--- src/hw/rtl/lbic_pkg.sv ---
// Shared types, codes and reset constants for the LED bank with idle chaser.
`default_nettype none

package lbic_pkg;

  localparam int LBIC_NUM_LEDS = 8;

  localparam logic [15:0] START_PERIOD_RST = 16'd250;
  localparam logic [15:0] PERIOD_DEC_RST   = 16'd75;
  localparam logic [15:0] DEC_THRESH_RST   = 16'd100;
  localparam logic [15:0] MIN_PERIOD_RST   = 16'd50;
  localparam logic [3:0]  ACCEL_PASSES_RST = 4'd4;

  localparam int CFG_IDX_W  = 3;
  localparam int CFG_DATA_W = 16;

  typedef enum logic [CFG_IDX_W-1:0] {
    CFG_START_PERIOD = 3'd0,
    CFG_PERIOD_DEC   = 3'd1,
    CFG_DEC_THRESH   = 3'd2,
    CFG_MIN_PERIOD   = 3'd3,
    CFG_ACCEL_PASSES = 3'd4
  } cfg_idx_t;

  typedef enum logic [3:0] {
    REQ_TICK       = 4'd0,
    REQ_ON         = 4'd1,
    REQ_OFF        = 4'd2,
    REQ_TOGGLE     = 4'd3,
    REQ_LOAD       = 4'd4,
    REQ_STATUS_ON  = 4'd5,
    REQ_STATUS_OFF = 4'd6,
    REQ_STATUS_TGL = 4'd7,
    REQ_IDLE_START = 4'd8,
    REQ_IDLE_STOP  = 4'd9
  } req_t;

  typedef struct packed {
    logic [15:0] start_period;
    logic [15:0] period_decrement;
    logic [15:0] decrement_threshold;
    logic [15:0] min_period;
    logic [3:0]  accel_passes;
  } cfg_t;

  typedef struct packed {
    logic [8:0] led_map;
    logic       idle_active;
  } res_t;

endpackage

`default_nettype wire

--- src/hw/rtl/lbic_if.sv ---
// Valid/ready channel interfaces for request and result beats.
`default_nettype none

interface lbic_req_if;
  logic       valid;
  logic       ready;
  logic [3:0] req_type;
  logic [7:0] front_mask;
  logic       activity;

  modport source (output valid, output req_type, output front_mask, output activity,
                  input ready);
  modport sink   (input valid, input req_type, input front_mask, input activity,
                  output ready);
endinterface

interface lbic_res_if;
  logic       valid;
  logic       ready;
  logic [8:0] led_map;
  logic       idle_active;

  modport source (output valid, output led_map, output idle_active, input ready);
  modport sink   (input valid, input led_map, input idle_active, output ready);
endinterface

`default_nettype wire

--- src/hw/rtl/lbic_cfg_regs.sv ---
// Configuration register file for the chaser timing.
`default_nettype none

module lbic_cfg_regs
  import lbic_pkg::*;
(
  input  wire logic                  clk,
  input  wire logic                  rst,
  input  wire logic                  cfg_we,
  input  wire logic [CFG_IDX_W-1:0]  cfg_index,
  input  wire logic [CFG_DATA_W-1:0] cfg_data,
  output cfg_t                       cfg
);

  always_ff @(posedge clk) begin
    if (rst) begin
      cfg.start_period        <= START_PERIOD_RST;
      cfg.period_decrement    <= PERIOD_DEC_RST;
      cfg.decrement_threshold <= DEC_THRESH_RST;
      cfg.min_period          <= MIN_PERIOD_RST;
      cfg.accel_passes        <= ACCEL_PASSES_RST;
    end else if (cfg_we) begin
      unique case (cfg_index)
        CFG_START_PERIOD: cfg.start_period        <= cfg_data;
        CFG_PERIOD_DEC:   cfg.period_decrement    <= cfg_data;
        CFG_DEC_THRESH:   cfg.decrement_threshold <= cfg_data;
        CFG_MIN_PERIOD:   cfg.min_period          <= cfg_data;
        CFG_ACCEL_PASSES: cfg.accel_passes        <= cfg_data[3:0];
        default: ;
      endcase
    end
  end

endmodule

`default_nettype wire

--- src/hw/rtl/lbic_core.sv ---
// LED state registers and combinational command / chaser update.
`default_nettype none

module lbic_core
  import lbic_pkg::*;
#(
  parameter int NUM_LEDS = LBIC_NUM_LEDS
) (
  input  wire logic       clk,
  input  wire logic       rst,
  input  wire logic       fire,
  input  wire logic [3:0] req_type,
  input  wire logic [7:0] front_mask,
  input  wire logic       activity,
  input  wire cfg_t       cfg,
  output res_t            res_next
);

  localparam int PW = $clog2(NUM_LEDS + 1);

  logic [7:0]    front_leds, front_leds_next;
  logic          status_lit, status_lit_next;
  logic          running, running_next;
  logic          fast_stage, fast_stage_next;
  logic [3:0]    pass_count, pass_count_next;
  logic [PW-1:0] led_position, led_position_next;
  logic [15:0]   tick_count, tick_count_next;
  logic [15:0]   step_period, step_period_next;
  logic          pending, pending_next;

  logic [15:0]   tc_inc;
  logic [PW-1:0] pos;
  logic [3:0]    pc_inc;

  always_comb begin
    front_leds_next   = front_leds;
    status_lit_next   = status_lit;
    running_next      = running;
    fast_stage_next   = fast_stage;
    pass_count_next   = pass_count;
    led_position_next = led_position;
    tick_count_next   = tick_count;
    step_period_next  = step_period;
    pending_next      = pending;
    tc_inc            = tick_count + 16'd1;
    pos               = led_position;
    pc_inc            = pass_count + 4'd1;

    unique case (req_type)
      REQ_TICK: begin
        pending_next = 1'b0;
        if (running) begin
          if (activity || pending) begin
            running_next    = 1'b0;
            front_leds_next = '0;
          end else if (tc_inc < step_period) begin
            tick_count_next = tc_inc;
          end else begin
            tick_count_next = '0;
            if (led_position >= PW'(NUM_LEDS)) begin
              pos = '0;
              if (!fast_stage) begin
                pass_count_next = pc_inc;
                if (step_period > cfg.decrement_threshold &&
                    cfg.period_decrement < step_period) begin
                  step_period_next = step_period - cfg.period_decrement;
                end else begin
                  step_period_next = cfg.min_period;
                end
                if (pc_inc >= cfg.accel_passes) begin
                  fast_stage_next  = 1'b1;
                  step_period_next = cfg.min_period;
                end
              end
            end
            front_leds_next   = (32'(pos) < 32'd8) ? (8'd1 << pos) : 8'd0;
            led_position_next = pos + PW'(1);
          end
        end
      end
      REQ_ON:         front_leds_next = front_leds | front_mask;
      REQ_OFF:        front_leds_next = front_leds & ~front_mask;
      REQ_TOGGLE:     front_leds_next = front_leds ^ front_mask;
      REQ_LOAD:       front_leds_next = front_mask;
      REQ_STATUS_ON:  status_lit_next = 1'b1;
      REQ_STATUS_OFF: status_lit_next = 1'b0;
      REQ_STATUS_TGL: status_lit_next = !status_lit;
      REQ_IDLE_START: begin
        running_next      = 1'b1;
        fast_stage_next   = 1'b0;
        pass_count_next   = '0;
        led_position_next = '0;
        tick_count_next   = '0;
        step_period_next  = cfg.start_period;
      end
      REQ_IDLE_STOP: begin
        running_next    = 1'b0;
        front_leds_next = '0;
      end
      default: ;
    endcase

    if (req_type != REQ_TICK && activity) begin
      pending_next = 1'b1;
    end
  end

  assign res_next.led_map     = {status_lit_next, front_leds_next};
  assign res_next.idle_active = running_next;

  always_ff @(posedge clk) begin
    if (rst) begin
      front_leds   <= '0;
      status_lit   <= 1'b0;
      running      <= 1'b0;
      fast_stage   <= 1'b0;
      pass_count   <= '0;
      led_position <= '0;
      tick_count   <= '0;
      step_period  <= START_PERIOD_RST;
      pending      <= 1'b0;
    end else if (fire) begin
      front_leds   <= front_leds_next;
      status_lit   <= status_lit_next;
      running      <= running_next;
      fast_stage   <= fast_stage_next;
      pass_count   <= pass_count_next;
      led_position <= led_position_next;
      tick_count   <= tick_count_next;
      step_period  <= step_period_next;
      pending      <= pending_next;
    end
  end

endmodule

`default_nettype wire

--- src/hw/rtl/led_bank_with_idle_chaser_top.sv ---
// Top level of the LED bank with idle chaser.
//
// The req channel carries one beat per tick or command: req_type, front_mask
// and activity. For every request beat the res channel returns exactly one
// beat giving the LED map (front LEDs in bits 0-7, status LED in bit 8) and
// whether the idle chaser runs, as they stand after that request.
// The result beat is registered and is valid in the cycle after the
// request is taken. Throughput is one beat per cycle while res is ready,
// set by the single state update feeding the state and result registers.
// The cfg port writes the timing registers (start period, decrement,
// threshold, minimum period, passes to fast stage). The user writes them
// only while the block is idle; the block does not enforce it. Reset clears
// the LEDs, stops the chaser and loads the default timing. When the receiver
// stalls, the held result stays on res and req.ready drops until it is taken;
// a new request is taken in the same cycle as the held result leaves.
`default_nettype none

module led_bank_with_idle_chaser_top
  import lbic_pkg::*;
#(
  parameter int NUM_LEDS = LBIC_NUM_LEDS
) (
  input  wire logic                  clk,
  input  wire logic                  rst,
  lbic_req_if.sink                   req,
  lbic_res_if.source                 res,
  input  wire logic                  cfg_we,
  input  wire logic [CFG_IDX_W-1:0]  cfg_index,
  input  wire logic [CFG_DATA_W-1:0] cfg_data
);

  cfg_t cfg;
  res_t res_next;
  logic fire;
  logic out_valid;
  res_t out_res;

  assign req.ready = !out_valid || res.ready;
  assign fire      = req.valid && req.ready;

  lbic_cfg_regs u_cfg (
    .clk      (clk),
    .rst      (rst),
    .cfg_we   (cfg_we),
    .cfg_index(cfg_index),
    .cfg_data (cfg_data),
    .cfg      (cfg)
  );

  lbic_core #(
    .NUM_LEDS(NUM_LEDS)
  ) u_core (
    .clk       (clk),
    .rst       (rst),
    .fire      (fire),
    .req_type  (req.req_type),
    .front_mask(req.front_mask),
    .activity  (req.activity),
    .cfg       (cfg),
    .res_next  (res_next)
  );

  always_ff @(posedge clk) begin
    if (rst) begin
      out_valid <= 1'b0;
    end else if (fire) begin
      out_valid <= 1'b1;
    end else if (res.ready) begin
      out_valid <= 1'b0;
    end
  end

  always_ff @(posedge clk) begin
    if (fire) begin
      out_res <= res_next;
    end
  end

  assign res.valid       = out_valid;
  assign res.led_map     = out_res.led_map;
  assign res.idle_active = out_res.idle_active;

endmodule

`default_nettype wire

--- src/flat_wrapper.sv ---
// flat-port wrapper written by rule: the top's interface ports become plain ports
module led_bank_with_idle_chaser_top_flat import lbic_pkg::*;
#(
  parameter int NUM_LEDS = LBIC_NUM_LEDS
)
  (clk, rst, cfg_we, cfg_index, cfg_data, req_valid, req_req_type, req_front_mask, req_activity, req_ready, res_valid, res_led_map, res_idle_active, res_ready);
  lbic_req_if req_i ();
  lbic_res_if res_i ();
  input  wire logic clk;
  input  wire logic rst;
  input  wire logic cfg_we;
  input  wire logic [CFG_IDX_W-1:0] cfg_index;
  input  wire logic [CFG_DATA_W-1:0] cfg_data;
  input wire logic [$bits(req_i.valid)-1:0] req_valid;
  input wire logic [$bits(req_i.req_type)-1:0] req_req_type;
  input wire logic [$bits(req_i.front_mask)-1:0] req_front_mask;
  input wire logic [$bits(req_i.activity)-1:0] req_activity;
  output wire logic [$bits(req_i.ready)-1:0] req_ready;
  output wire logic [$bits(res_i.valid)-1:0] res_valid;
  output wire logic [$bits(res_i.led_map)-1:0] res_led_map;
  output wire logic [$bits(res_i.idle_active)-1:0] res_idle_active;
  input wire logic [$bits(res_i.ready)-1:0] res_ready;
  assign req_i.valid = req_valid;
  assign req_i.req_type = req_req_type;
  assign req_i.front_mask = req_front_mask;
  assign req_i.activity = req_activity;
  assign req_ready = req_i.ready;
  assign res_valid = res_i.valid;
  assign res_led_map = res_i.led_map;
  assign res_idle_active = res_i.idle_active;
  assign res_i.ready = res_ready;
  led_bank_with_idle_chaser_top #(.NUM_LEDS(NUM_LEDS)) u_core (.clk(clk), .rst(rst), .req(req_i), .res(res_i), .cfg_we(cfg_we), .cfg_index(cfg_index), .cfg_data(cfg_data));
endmodule
--- config.mk ---
export PLATFORM = sky130hd
export DESIGN_NAME = led_bank_with_idle_chaser_top_flat
export DESIGN_NICKNAME = d
export VERILOG_FILES = /design/src/hw/rtl/lbic_pkg.sv /design/src/hw/rtl/lbic_if.sv /design/src/hw/rtl/lbic_cfg_regs.sv /design/src/hw/rtl/lbic_core.sv /design/src/hw/rtl/led_bank_with_idle_chaser_top.sv /design/src/flat_wrapper.sv
export SDC_FILE = /design/constraint.sdc
export NUM_CORES = 1
export LEC_CHECK = 0
export ABC_AREA = 1
export BUFFER_PORTS_ARGS = -buffer_cell sky130_fd_sc_hd__buf_2
export CORE_MARGIN = 5
export CORE_UTILIZATION = 62
export DETAILED_ROUTE_END_ITERATION = 7
export GPL_ROUTABILITY_DRIVEN = 0
export PLACE_DENSITY = 0.84
export SLEW_MARGIN = 15
export SYNTH_ARGS = -nofsm -noshare
export SYNTH_HDL_FRONTEND = slang
export SYNTH_SLANG_ARGS = --single-unit
--- constraint.sdc ---
create_clock -name clk -period 3.3 [get_ports clk]
set_input_delay 0.33 -clock clk [delete_from_list [all_inputs] [get_ports clk]]
set_output_delay 0.33 -clock clk [all_outputs]
set_load 0.02 [all_outputs]
==> flow_metrics.env, run 1 <==
export IMPL_die_area_sq_mm=0.0157
export IMPL_clkSinkCount=131
export IMPL_avgSynthCellArea_sq_um=6.82
export IMPL_max_stage_delay_ns=0.39
export IMPL_yosysWarnings=0
export IMPL_ys_types=42
export IMPL_ctsHtreeMaxLevel=4
export IMPL_p_seq_frac=0.384
export IMPL_io_pins=49
export IMPL_required_ns=3.49
export IMPL_avgViaCountPerCell=5.51
export IMPL_crit_type="register to register"
export IMPL_outcome="complete, no violations"
export IMPL_min_path_type="input pin to register"
export IMPL_post_place_cells=1412
export IMPL_fin_skew_ns=0.00996
export IMPL_dp_slack_ns=0.154
export IMPL_min_to="u_core.u_cfg.cfg[60]$_SDFFE_PP0P_"
export IMPL_finalCritPeriodShare=0.916
export IMPL_clock_power_share=0.459
export IMPL_antenna_found_initial=0
export IMPL_cts_buffers=17
export IMPL_busiest_layer="met2"
export IMPL_worst_setup_path_end_kind="register"
export IMPL_yosys_area_top_type="dfxtp_1"
export IMPL_met3_usage=0.0525
export IMPL_clk_path_buf_depth=2
export IMPL_cts_tree="done"
export IMPL_drc=0
export IMPL_synth_top_area_frac=0.295
export IMPL_syn_inst=1206
export IMPL_drv_slew=0
export IMPL_hold_ws_ns=0.164
export IMPL_layout_drive_gt1_share=0.0946
export IMPL_hold_viol_final=0
export IMPL_hpwl_mm=14.7
export IMPL_cp_arrival_ns=3.21
export IMPL_reg2reg_from="u_core.u_core.tick_count[0]$_SDFFE_PP0P_"
export IMPL_crit_chain="ha_1, nand3_1, inv_1, nand2_1, nor2_1, nand2_1, xnor2_1, ha_1, nand2_1, nor4_1, nand2_2, buf_4, nand2_4, nand2_1, nand2_1, nand2_1, nand2_1, nand2_1, nand2_1, inv_1"
export IMPL_power_density_mw_per_mm2=473
export IMPL_synthArstFlopShare=0
export IMPL_io_buffers=48
export IMPL_ys_seq_elements=131
export IMPL_grt_pass1_wl_mm=34.7
export IMPL_r2r_setup_slack_ns=0.28
export IMPL_layout_nets=1369
export IMPL_use_met2=0.446
export IMPL_synth_area_sq_mm=0.00822
export IMPL_antennaDiodeCount=0
export IMPL_worstSkewPairLatency_ns=0.43
export IMPL_die_w_microns=125
export IMPL_fin_tns_setup_ns=0
export IMPL_postCtsHoldBufs=0
export IMPL_p_sw_frac=0.282
export IMPL_relSlewSlack=0.339
export IMPL_fin_util=0.709
export IMPL_die_h_microns=125
export IMPL_setup_viol=0
export IMPL_drv_cap=0
export IMPL_row_count=42
export IMPL_power_switching_mw=1.24
export IMPL_rsz0062_at_grt="no"
export IMPL_fmax_ghz=0.331
export IMPL_fin_cells=1445
export IMPL_start_util=0.626
export IMPL_critPathMaxFanout=9
export IMPL_coreArea_sq_mm=0.0131
export IMPL_vdd_drop_max_mv=0.437
export IMPL_r2r_end="u_core.res.led_map[0]$_DFFE_PP_"
export IMPL_layout_min_cycle_time_ns=3.02
export IMPL_wl_mm=21.2
export IMPL_wire_per_inst_microns=14.7
export IMPL_syn_to_final_growth_pct=13.3
export IMPL_worst_pin_slew_ns=0.991
export IMPL_clk_pin_slew_ns=0.06
export IMPL_p_leak_nw=4.67
export IMPL_cts_root_buf="clkbuf_16"
export IMPL_ff2ff_path_depth=20
export IMPL_p_int_mw=3.17
export IMPL_overflow=0
export IMPL_synth_edf_count=10
export IMPL_ys_seq_area_frac=0.331
export IMPL_synth_main_ff_cell="dfxtp_1"
export IMPL_path_common_cell="nand2_1"
export IMPL_drt_iter0_drc=730
export IMPL_n_fill_cell=1077
export IMPL_syn_nets=1319
export IMPL_postRouteAntennaNets=0
export IMPL_cp_buffers_inverters=3
export IMPL_grt_pass1_vias=7312
export IMPL_fin_ws_ns=0.278
export IMPL_combPwrFrac=0.156
export IMPL_min_delay_start="cfg_data[8]"
export IMPL_cp_start_kind="register"
export IMPL_min_delay_path_depth=3
export IMPL_critPathTopFamily="simple AND/OR/NAND/NOR gates"
export IMPL_first_pass_iters=6
export IMPL_grt_max_degree=83
export IMPL_ys_top_cells_by_area="dfxtp_1 (29%), nand2_1 (14%), ha_1 (11%), inv_1 (8.7%), a21oi_1 (7.5%)"
export IMPL_grt_use_met1=0.345
export IMPL_grt_use_total=0.267
export IMPL_vias=7969
export IMPL_slowest_stage="dfxtp_1"
worst max path at each step:
| stage | endpoint | startpoint | cells after the start |
|---|---|---|---|
| after floorplan | u_core.u_core.step_period[0]$_SDFFE_PP0P_ | u_core.u_core.tick_count[3]$_SDFFE_PP0P_ | 17 |
| after global placement | u_core.u_core.tick_count[2]$_SDFFE_PP0P_ | u_core.u_core.tick_count[5]$_SDFFE_PP0P_ | 15 |
| after detailed placement | u_core.u_core.tick_count[2]$_SDFFE_PP0P_ | u_core.u_core.tick_count[5]$_SDFFE_PP0P_ | 13 |
| after CTS | u_core.u_core.tick_count[2]$_SDFFE_PP0P_ | u_core.u_core.tick_count[4]$_SDFFE_PP0P_ | 13 |
| after global routing | u_core.res.led_map[3]$_DFFE_PP_ | u_core.u_core.tick_count[3]$_SDFFE_PP0P_ | 19 |
| final | u_core.res.led_map[0]$_DFFE_PP_ | u_core.u_core.tick_count[0]$_SDFFE_PP0P_ | 20 |
per-stage QoR:
step	area, sq um	power (mW)
detailed placement	8640	2.39
floorplan	8220	2.22
finish	9320	4.41
global placement	8640	2.38
CTS	9270	4.40
global route	9320	4.58
cell families after synthesis:
kind of cell               share of synthesized area
DFF                                            0.331
xor gates and xnor gates                      0.0245
and+or+nand+nor                                0.255
adders and majority gates                      0.117
buffers and inverters                          0.110
AOI/OAI and AO/OA                              0.163
power by group through the flow:
stage	clock network, mW	registers [mW]	logic, mW
floorplan	0	1.74	0.481
global placement	0	1.73	0.652
detailed placement	0	1.73	0.665
CTS	2.03	1.69	0.675
global route	2.11	1.70	0.768
finish	2.03	1.70	0.688
per-layer routing:
layer | share of wire | up-vias | wire length, microns
met5 | 0 | - | 0
met4 | 0.024 | 0 | 506
met3 | 0.074 | 48 | 1570
met2 | 0.47 | 313 | 9970
met1 | 0.43 | 3612 | 9190
li1 | - | 3996 | -
Yosys cell counts (3+ instances only):
library cell / instances
nand2_1: 312
inv_1: 191
a21oi_1: 124
dfxtp_1: 121
nor2_1: 84
ha_1: 75
o21ai_0: 72
nand3_1: 60
clkbuf_1: 27
o211ai_1: 18
nor3_1: 16
o22ai_1: 16
xor2_1: 13
edfxtp_1: 10
xnor2_1: 10
nand2_2: 5
nand3b_1: 5
nor4_1: 5
clkinv_1: 4
nand4_1: 4
buf_6: 3
inv_2: 3
cell usage in the layout (no fill, tap or decap), drive strengths merged, types with 2 or more instances in the layout:
cell type  count
bufinv         4
o22ai         16
o21a           2
nand4          5
buf           65
a21oi        127
nand3b         6
nor2          86
o211ai        19
clkinv        10
o21bai         2
edfxtp        10
clkbuf        17
xor2          13
xnor2         10
nand2        318
nand3         60
dfxtp        121
inv          198
ha            75
o21ai         74
nor4           5
nor3          19
sequential cells by signal, indices dropped and copies added, names as in the netlist:
| signal | count |
|---|---|
| u_core.u_cfg.cfg | 68 |
| u_core.u_core.step_period | 16 |
| u_core.u_core.tick_count | 16 |
| u_core.res.led_map | 9 |
| u_core.u_core.front_leds | 8 |
| u_core.u_core.led_position | 4 |
| u_core.u_core.pass_count | 4 |
| u_core.res.idle_active | 1 |
| u_core.res.valid | 1 |
| u_core.u_core.fast_stage | 1 |
| u_core.u_core.pending | 1 |
| u_core.u_core.running | 1 |
| u_core.u_core.status_lit | 1 |
repair_timing:
action	in CTS	in global routing
gates resized for setup	0	4
setup buffers	0	1
endpoints found under the setup margin	0	42
tightest hold or removal path, cell delays in order:
cell,delay (ns)
buf_2,0.10
nor2_1,0.05
nor2_1,0.08
cell type report:
| class | instances | area, sq um | share of cell area |
|---|---|---|---|
| multi-input combinational | 843 | 4620 | 0.496 |
| timing repair buffer | 65 | 380 | 0.0408 |
| tap | 176 | 220 | 0.0236 |
| sequential | 131 | 2720 | 0.292 |
| clock inverter | 15 | 204 | 0.0219 |
| inverter | 198 | 744 | 0.0799 |
| clock buffer | 17 | 425 | 0.0457 |
Note: power is estimated with default switching activity, not from simulation.
==> inputs of run 2 (changes only) <==
- CORE_UTILIZATION: 62 -> 35
- CTS_CLUSTER_DIAMETER: default -> 50
- PLACE_DENSITY: 0.84 -> 0.54
==> run 2 against run 1 <==
Against the previous run:
- sequential power barely moved
- global-route usage is 9.4 points lower
- clock skew grew 0.00065 ns
- maximum frequency grew 0.55%
==> flow_metrics.env, run 2 (synthesis results as in run 1) <==
export IMPL_die_h_microns=163
export IMPL_layout_drive_gt1_share=0.0998
export IMPL_cts_tree="done"
export IMPL_vias=7581
export IMPL_grt_pass1_wl_mm=37.0
export IMPL_ff2ff_path_depth=19
export IMPL_min_delay_start="cfg_data[4]"
export IMPL_drt_iter0_drc=487
export IMPL_n_fill_cell=2447
export IMPL_finalCritPeriodShare=0.911
export IMPL_vdd_drop_max_mv=0.329
export IMPL_drc=0
export IMPL_p_leak_nw=4.72
export IMPL_critPathTopFamily="simple AND/OR/NAND/NOR gates"
export IMPL_worst_setup_path_end_kind="register"
export IMPL_overflow=0
export IMPL_min_delay_path_depth=3
export IMPL_drv_cap=0
export IMPL_grt_use_total=0.173
export IMPL_clk_path_buf_depth=2
export IMPL_max_stage_delay_ns=0.32
export IMPL_power_density_mw_per_mm2=465
export IMPL_worst_pin_slew_ns=0.860
export IMPL_io_pins=49
export IMPL_rsz0062_at_grt="no"
export IMPL_hold_viol_final=0
export IMPL_largest_reg_flops=68
export IMPL_crit_chain="inv_1, nor4_4, nand2_1, nor3_1, xor2_1, inv_1, ha_1, nand2_1, nor4_1, nand2_2, buf_4, nand2_4, nand2_1, nand2_1, nand2_1, nand2_1, nand2_1, nand2_1, inv_1"
export IMPL_ctsHtreeMaxLevel=4
export IMPL_startpoint="u_core.u_core.tick_count[4]$_SDFFE_PP0P_"
export IMPL_cts_root_buf="clkbuf_16"
export IMPL_required_ns=3.48
export IMPL_slowest_stage="dfxtp_1"
export IMPL_syn_to_final_growth_pct=16.1
export IMPL_clkSinkCount=131
export IMPL_coreArea_sq_mm=0.0233
export IMPL_cp_arrival_ns=3.19
export IMPL_r2r_setup_slack_ns=0.29
export IMPL_dpl_cell_area_sq_mm=0.00883
export IMPL_cp_buffers_inverters=4
export IMPL_antenna_found_initial=0
export IMPL_path_common_cell="nand2_1"
export IMPL_layout_nets=1372
export IMPL_avgViaCountPerCell=4.76
export IMPL_layout_common_cells="nand2_1 (312), inv_1 (191), a21oi_1 (124)"
export IMPL_multiInputGateArea_sq_mm=0.00465
export IMPL_critPathMaxFanout=9
export IMPL_io_buffers=48
export IMPL_postRouteAntennaNets=0
export IMPL_min_path_type="input pin to register"
export IMPL_final_common_cell="nand2_1"
export IMPL_crit_type="register to register"
export IMPL_min_to="u_core.u_cfg.cfg[8]$_SDFFE_PP1P_"
export IMPL_largest_register="u_core.u_cfg.cfg"
export IMPL_fin_skew_ns=0.0106
export IMPL_worstSkewPairLatency_ns=0.43
export IMPL_die_w_microns=163
export IMPL_cts_buffers=17
export IMPL_outcome="complete, no violations"
export IMPL_drv_slew=0
export IMPL_setup_viol=0
export IMPL_wl_mm=22.8
export IMPL_fin_util=0.409
export IMPL_fin_tns_setup_ns=0
export IMPL_fin_area_sq_mm=0.00955
export IMPL_regArea_sq_mm=0.00272
export IMPL_hpwl_mm=16.2
export IMPL_fmax_ghz=0.333
export IMPL_antennaDiodeCount=0
export IMPL_reg_top3="u_core.u_cfg.cfg (68), u_core.u_core.step_period (16), u_core.u_core.tick_count (16)"
export IMPL_row_count=56
export IMPL_cp_start_kind="register"
export IMPL_first_pass_iters=6
export IMPL_grt_pass1_vias=7200
export IMPL_grt_max_degree=45
export IMPL_clk_pin_slew_ns=0.06
export IMPL_start_util=0.352
export IMPL_layout_min_cycle_time_ns=3.01
export IMPL_r2r_end="u_core.res.led_map[3]$_DFFE_PP_"
export IMPL_reg2reg_from="u_core.u_core.tick_count[4]$_SDFFE_PP0P_"
export IMPL_wire_per_inst_microns=14.4
export IMPL_relSlewSlack=0.426
export IMPL_die_area_sq_mm=0.0267
export IMPL_postCtsHoldBufs=0
## run 2: cell types whose count changed in the layout (fill, tap and decap cells not counted), sizes merged
cell	previous run	this run
clkbuf	17	21
buf	65	67
bufinv	4	3
clkinv	10	9
clkinvlp	1	0
inv	198	197
nand4	5	6
## run 2: how the worst max path moves through the flow
stage	end	depth (start not counted)
6_report	u_core.res.led_map[3]$_DFFE_PP_	19
5_1_grt	u_core.res.led_map[7]$_DFFE_PP_	19
4_1_cts	u_core.u_core.step_period[3]$_SDFFE_PP1P_	16
3_5_place_dp	u_core.u_core.step_period[3]$_SDFFE_PP1P_	16
3_3_place_gp	u_core.u_core.tick_count[15]$_SDFFE_PP0P_	15
2_1_floorplan	u_core.u_core.step_period[0]$_SDFFE_PP0P_	17
## run 2: worst reg2reg max path: cells and delay by family (launching register included)
| family | cells | cell delay, ns |
|---|---|---|
| adders and majority gates | 1 | 0.29 |
| buffers and inverters | 4 | 0.43 |
| DFF | 1 | 0.32 |
| xor gates and xnor gates | 1 | 0.18 |
| and+or+nand+nor | 13 | 1.53 |
## run 2: area by class of cell
cell class / count / share of cell area
clock buffers: 21 / 0.0515
repair buffers: 67 / 0.0405
inverters: 198 / 0.0779
well taps: 319 / 0.0418
clock inverters: 11 / 0.0153
flip-flops and latches: 131 / 0.285
multi-input cells: 844 / 0.488
## run 2: report_power, final
| group | switching (mW) | total [mW] | internal (mW) |
|---|---|---|---|
| Combinational | 0.453 | 0.685 | 0.233 |
| Sequential | 0.0310 | 1.70 | 1.66 |
| Clock | 0.761 | 2.06 | 1.30 |
| Total | 1.24 | 4.44 | 3.19 |
## run 2: repair_timing
action / 4_1_cts / 5_1_grt
resized for setup: 0 / 10
setup buffers: 0 / 2
endpoints found under the setup margin: 0 / 52
## run 2: stage by stage
| step | power [mW] | worst slack (ns) | std cells | hold slack, ns |
|---|---|---|---|---|
| finish | 4.44 | 0.295 | 1591 | 0.179 |
| global route | 4.64 | 0.00538 | 1591 | 0.179 |
| CTS | 4.48 | 0.0629 | 1588 | 0.169 |
| detailed placement | 2.41 | 0.0887 | 1556 | 0.445 |
| global placement | 2.41 | 0.109 | 1556 | 0.440 |
| floorplan | 2.22 | 0.438 | 1206 | 0.420 |
## run 2: per-layer routing
metal / global-route usage / vias up / part of all wire
li1: - / 3994 / -
met1: 0.238 / 3419 / 0.50
met2: 0.284 / 142 / 0.45
met3: 0.0267 / 26 / 0.038
met4: 0.0503 / 0 / 0.017
met5: 0 / - / 0
==> inputs of run 3 (changes only) <==
- ABC_AREA: 1 -> 0
==> run 3 against run 2 <==
Against the previous run:
- the run now ends with setup timing left
- die area down 1.6%
- sequential share of layout area fell by 1.8 points
- global-route usage grew 0.30 points
- non-clock buffer count grew 50
- critical endpoint is now u_core.res.led_map[7]$_DFFE_PP_
==> flow_metrics.env, run 3 <==
export IMPL_outcome="complete, but fails checks"
export IMPL_violations="setup timing"
export IMPL_fin_area_sq_mm=0.0102
export IMPL_fmax_ghz=0.292
export IMPL_synthArstFlopShare=0
export IMPL_cp_arrival_ns=3.61
export IMPL_clkSinkCount=131
export IMPL_p_seq_frac=0.410
export IMPL_reg_top3="u_core.u_cfg.cfg (68), u_core.u_core.step_period (16), u_core.u_core.tick_count (16)"
export IMPL_fin_ws_ns=-0.129
export IMPL_grt_max_degree=73
export IMPL_yosysWarnings=0
export IMPL_overflow=0
export IMPL_drc=0
export IMPL_syn_nets=1145
export IMPL_power_switching_mw=1.13
export IMPL_grt_use_total=0.176
export IMPL_layout_drive_gt1_share=0.217
export IMPL_p_leak_nw=4.23
export IMPL_dpl_cell_area_sq_mm=0.00893
export IMPL_max_stage_delay_ns=0.35
export IMPL_p_int_mw=2.94
export IMPL_ctsHtreeMaxLevel=4
export IMPL_first_pass_iters=5
export IMPL_syn_to_final_growth_pct=26.3
export IMPL_path_common_cell="and3_4"
export IMPL_finalCritPeriodShare=1.04
export IMPL_drv_cap=0
export IMPL_relSlewSlack=0.412
export IMPL_cts_root_buf="clkbuf_16"
export IMPL_syn_inst=1032
export IMPL_ys_seq_area_frac=0.337
export IMPL_synth_main_ff_cell="dfxtp_1"
export IMPL_antennaDiodeCount=0
export IMPL_cp_buffers_inverters=0
export IMPL_required_ns=3.48
export IMPL_hold_viol_final=0
export IMPL_drt_iter0_drc=368
export IMPL_clock_power_share=0.463
export IMPL_crit_chain="ha_4, and3_4, and3_4, and3_4, and3_4, nand3_4, xnor2_4, ha_4, o2111a_1, and3_4, o21ai_4, nand3_4, and3_4, a221o_1, mux2_2"
export IMPL_row_count=55
export IMPL_largest_reg_flops=68
export IMPL_p_total_mw=4.07
export IMPL_min_path_type="input pin to register"
export IMPL_antenna_found_initial=0
export IMPL_grt_pass1_vias=6991
export IMPL_hpwl_mm=16.3
export IMPL_start_util=0.356
export IMPL_io_pins=49
export IMPL_cts_tree="done"
export IMPL_fin_tns_setup_ns=-1.58
export IMPL_cp_start_kind="register"
export IMPL_yosysMostFrequentCell="nand2_1"
export IMPL_worst_pin_slew_ns=0.882
export IMPL_setup_viol=33
export IMPL_fin_skew_ns=0.0119
export IMPL_vdd_drop_max_mv=0.368
export IMPL_wire_per_inst_microns=16.8
export IMPL_p_sw_frac=0.279
export IMPL_synth_area_sq_mm=0.00808
export IMPL_synthTopCellsByCount="nand2_1 (170), dfxtp_1 (121), a21oi_1 (117), inv_1 (76), ha_1 (75)"
export IMPL_grt_pass1_wl_mm=37.2
export IMPL_synth_top_area_frac=0.300
export IMPL_ys_types=63
export IMPL_power_density_mw_per_mm2=399
export IMPL_ys_top_cells_by_area="dfxtp_1 (30%), ha_1 (12%), nand2_1 (7.9%), a21oi_1 (7.2%), edfxtp_1 (3.7%)"
export IMPL_drv_slew=0
export IMPL_largest_register="u_core.u_cfg.cfg"
export IMPL_ys_seq_elements=131
export IMPL_vias=7391
export IMPL_layout_min_cycle_time_ns=3.43
export IMPL_worst_setup_path_end_kind="register"
export IMPL_avgSynthCellArea_sq_um=7.83
export IMPL_critPathMaxFanout=3
export IMPL_rsz0062_at_grt="yes"
export IMPL_postRouteAntennaNets=0
export IMPL_die_w_microns=162
export IMPL_clk_pin_slew_ns=0.06
export IMPL_wl_mm=23.7
export IMPL_layout_common_cells="nand2_1 (166), dfxtp_1 (119), a21oi_1 (101)"
export IMPL_coreArea_sq_mm=0.0227
export IMPL_die_area_sq_mm=0.0262
export IMPL_avgViaCountPerCell=5.24
export IMPL_postCtsHoldBufs=0
export IMPL_cts_buffers=17
export IMPL_crit_type="register to register"
export IMPL_die_h_microns=162
export IMPL_layout_nets=1225
export IMPL_worstSkewPairLatency_ns=0.43
export IMPL_final_common_cell="nand2_1"
export IMPL_fin_util=0.449
export IMPL_critPathTopFamily="simple AND/OR/NAND/NOR gates"
export IMPL_combPwrFrac=0.127
export IMPL_synth_edf_count=10
export IMPL_slowest_stage="dfxtp_2"
export IMPL_yosys_area_top_type="dfxtp_1"
export IMPL_io_buffers=48
export IMPL_clk_path_buf_depth=2
## run 3: final timing paths
kind                                                  from                               end  slack, ns  cells past startpoint
setup / recovery  u_core.u_core.tick_count[1]$_SDFFE_PP0P_   u_core.res.led_map[7]$_DFFE_PP_      -0.13                     15
hold / removal                                   req_valid     u_core.res.valid$_SDFFE_PP0P_       0.14                      3
setup reg to reg  u_core.u_core.tick_count[1]$_SDFFE_PP0P_   u_core.res.led_map[7]$_DFFE_PP_      -0.13                     15
hold reg to reg           u_core.u_cfg.cfg[7]$_SDFFE_PP0P_  u_core.u_cfg.cfg[7]$_SDFFE_PP0P_       0.45                      2
## run 3: stage by stage
stage          worst slack, ns  instances  hold WS, ns
2_1_floorplan           -0.303       1032        0.431
3_3_place_gp            -0.209       1361        0.439
3_5_place_dp            -0.250       1361        0.446
4_1_cts                -0.0989       1393        0.129
5_1_grt                 -0.271       1410        0.136
6_report                -0.129       1410        0.140
## run 3: what timing repair did
item / in CTS / in global routing
gates cloned: 0 / 2
resized for setup: 13 / 98
setup buffers: 0 / 15
pin swaps: 9 / 45
setup endpoints to repair: 55 / 55
hold endpoints to repair: 0 / 0
## run 3: power by group through the flow
stage	combinational (mW)	sequential [mW]	clock, mW
2_1_floorplan	0.330	1.71	0
4_1_cts	0.492	1.67	1.91
3_5_place_dp	0.487	1.70	0
6_report	0.516	1.67	1.88
3_3_place_gp	0.487	1.70	0
5_1_grt	0.571	1.67	1.99
## run 3: logic make-up (layout without fill, tap and decap cells)
group | Yosys count | in the layout | synth area share
adder cells (fa/ha/maj) | 76 | 76 | 0.119
AO/OA/AOI/OAI | 270 | 270 | 0.211
flip-flops | 131 | 131 | 0.337
buffers and inverters | 132 | 225 | 0.0624
multiplexers | 23 | 23 | 0.0299
AND/OR/NAND/NOR | 372 | 372 | 0.211
XOR/XNOR | 28 | 28 | 0.0304
## run 3: area by class of cell
| cell class | instances | area (sq um) |
|---|---|---|
| tap | 285 | 357 |
| clock buffer | 20 | 458 |
| clock inverter | 12 | 119 |
| multi-input combinational | 769 | 5340 |
| timing repair buffer | 117 | 911 |
| sequential | 131 | 2730 |
| inverter | 76 | 285 |
| fill | 2288 | 12500 |
## run 3: layer usage
metal	share of wire	up-vias	GRT usage
met5	0	-	0
met4	0.011	0	0.0404
met3	0.036	23	0.0299
met2	0.46	122	0.293
met1	0.49	3463	0.241
li1	-	3783	-
## run 3: worst min-delay path, cell delays in order
cell	delay, ns
buf_2	0.10
inv_1	0.04
a21oi_1	0.05
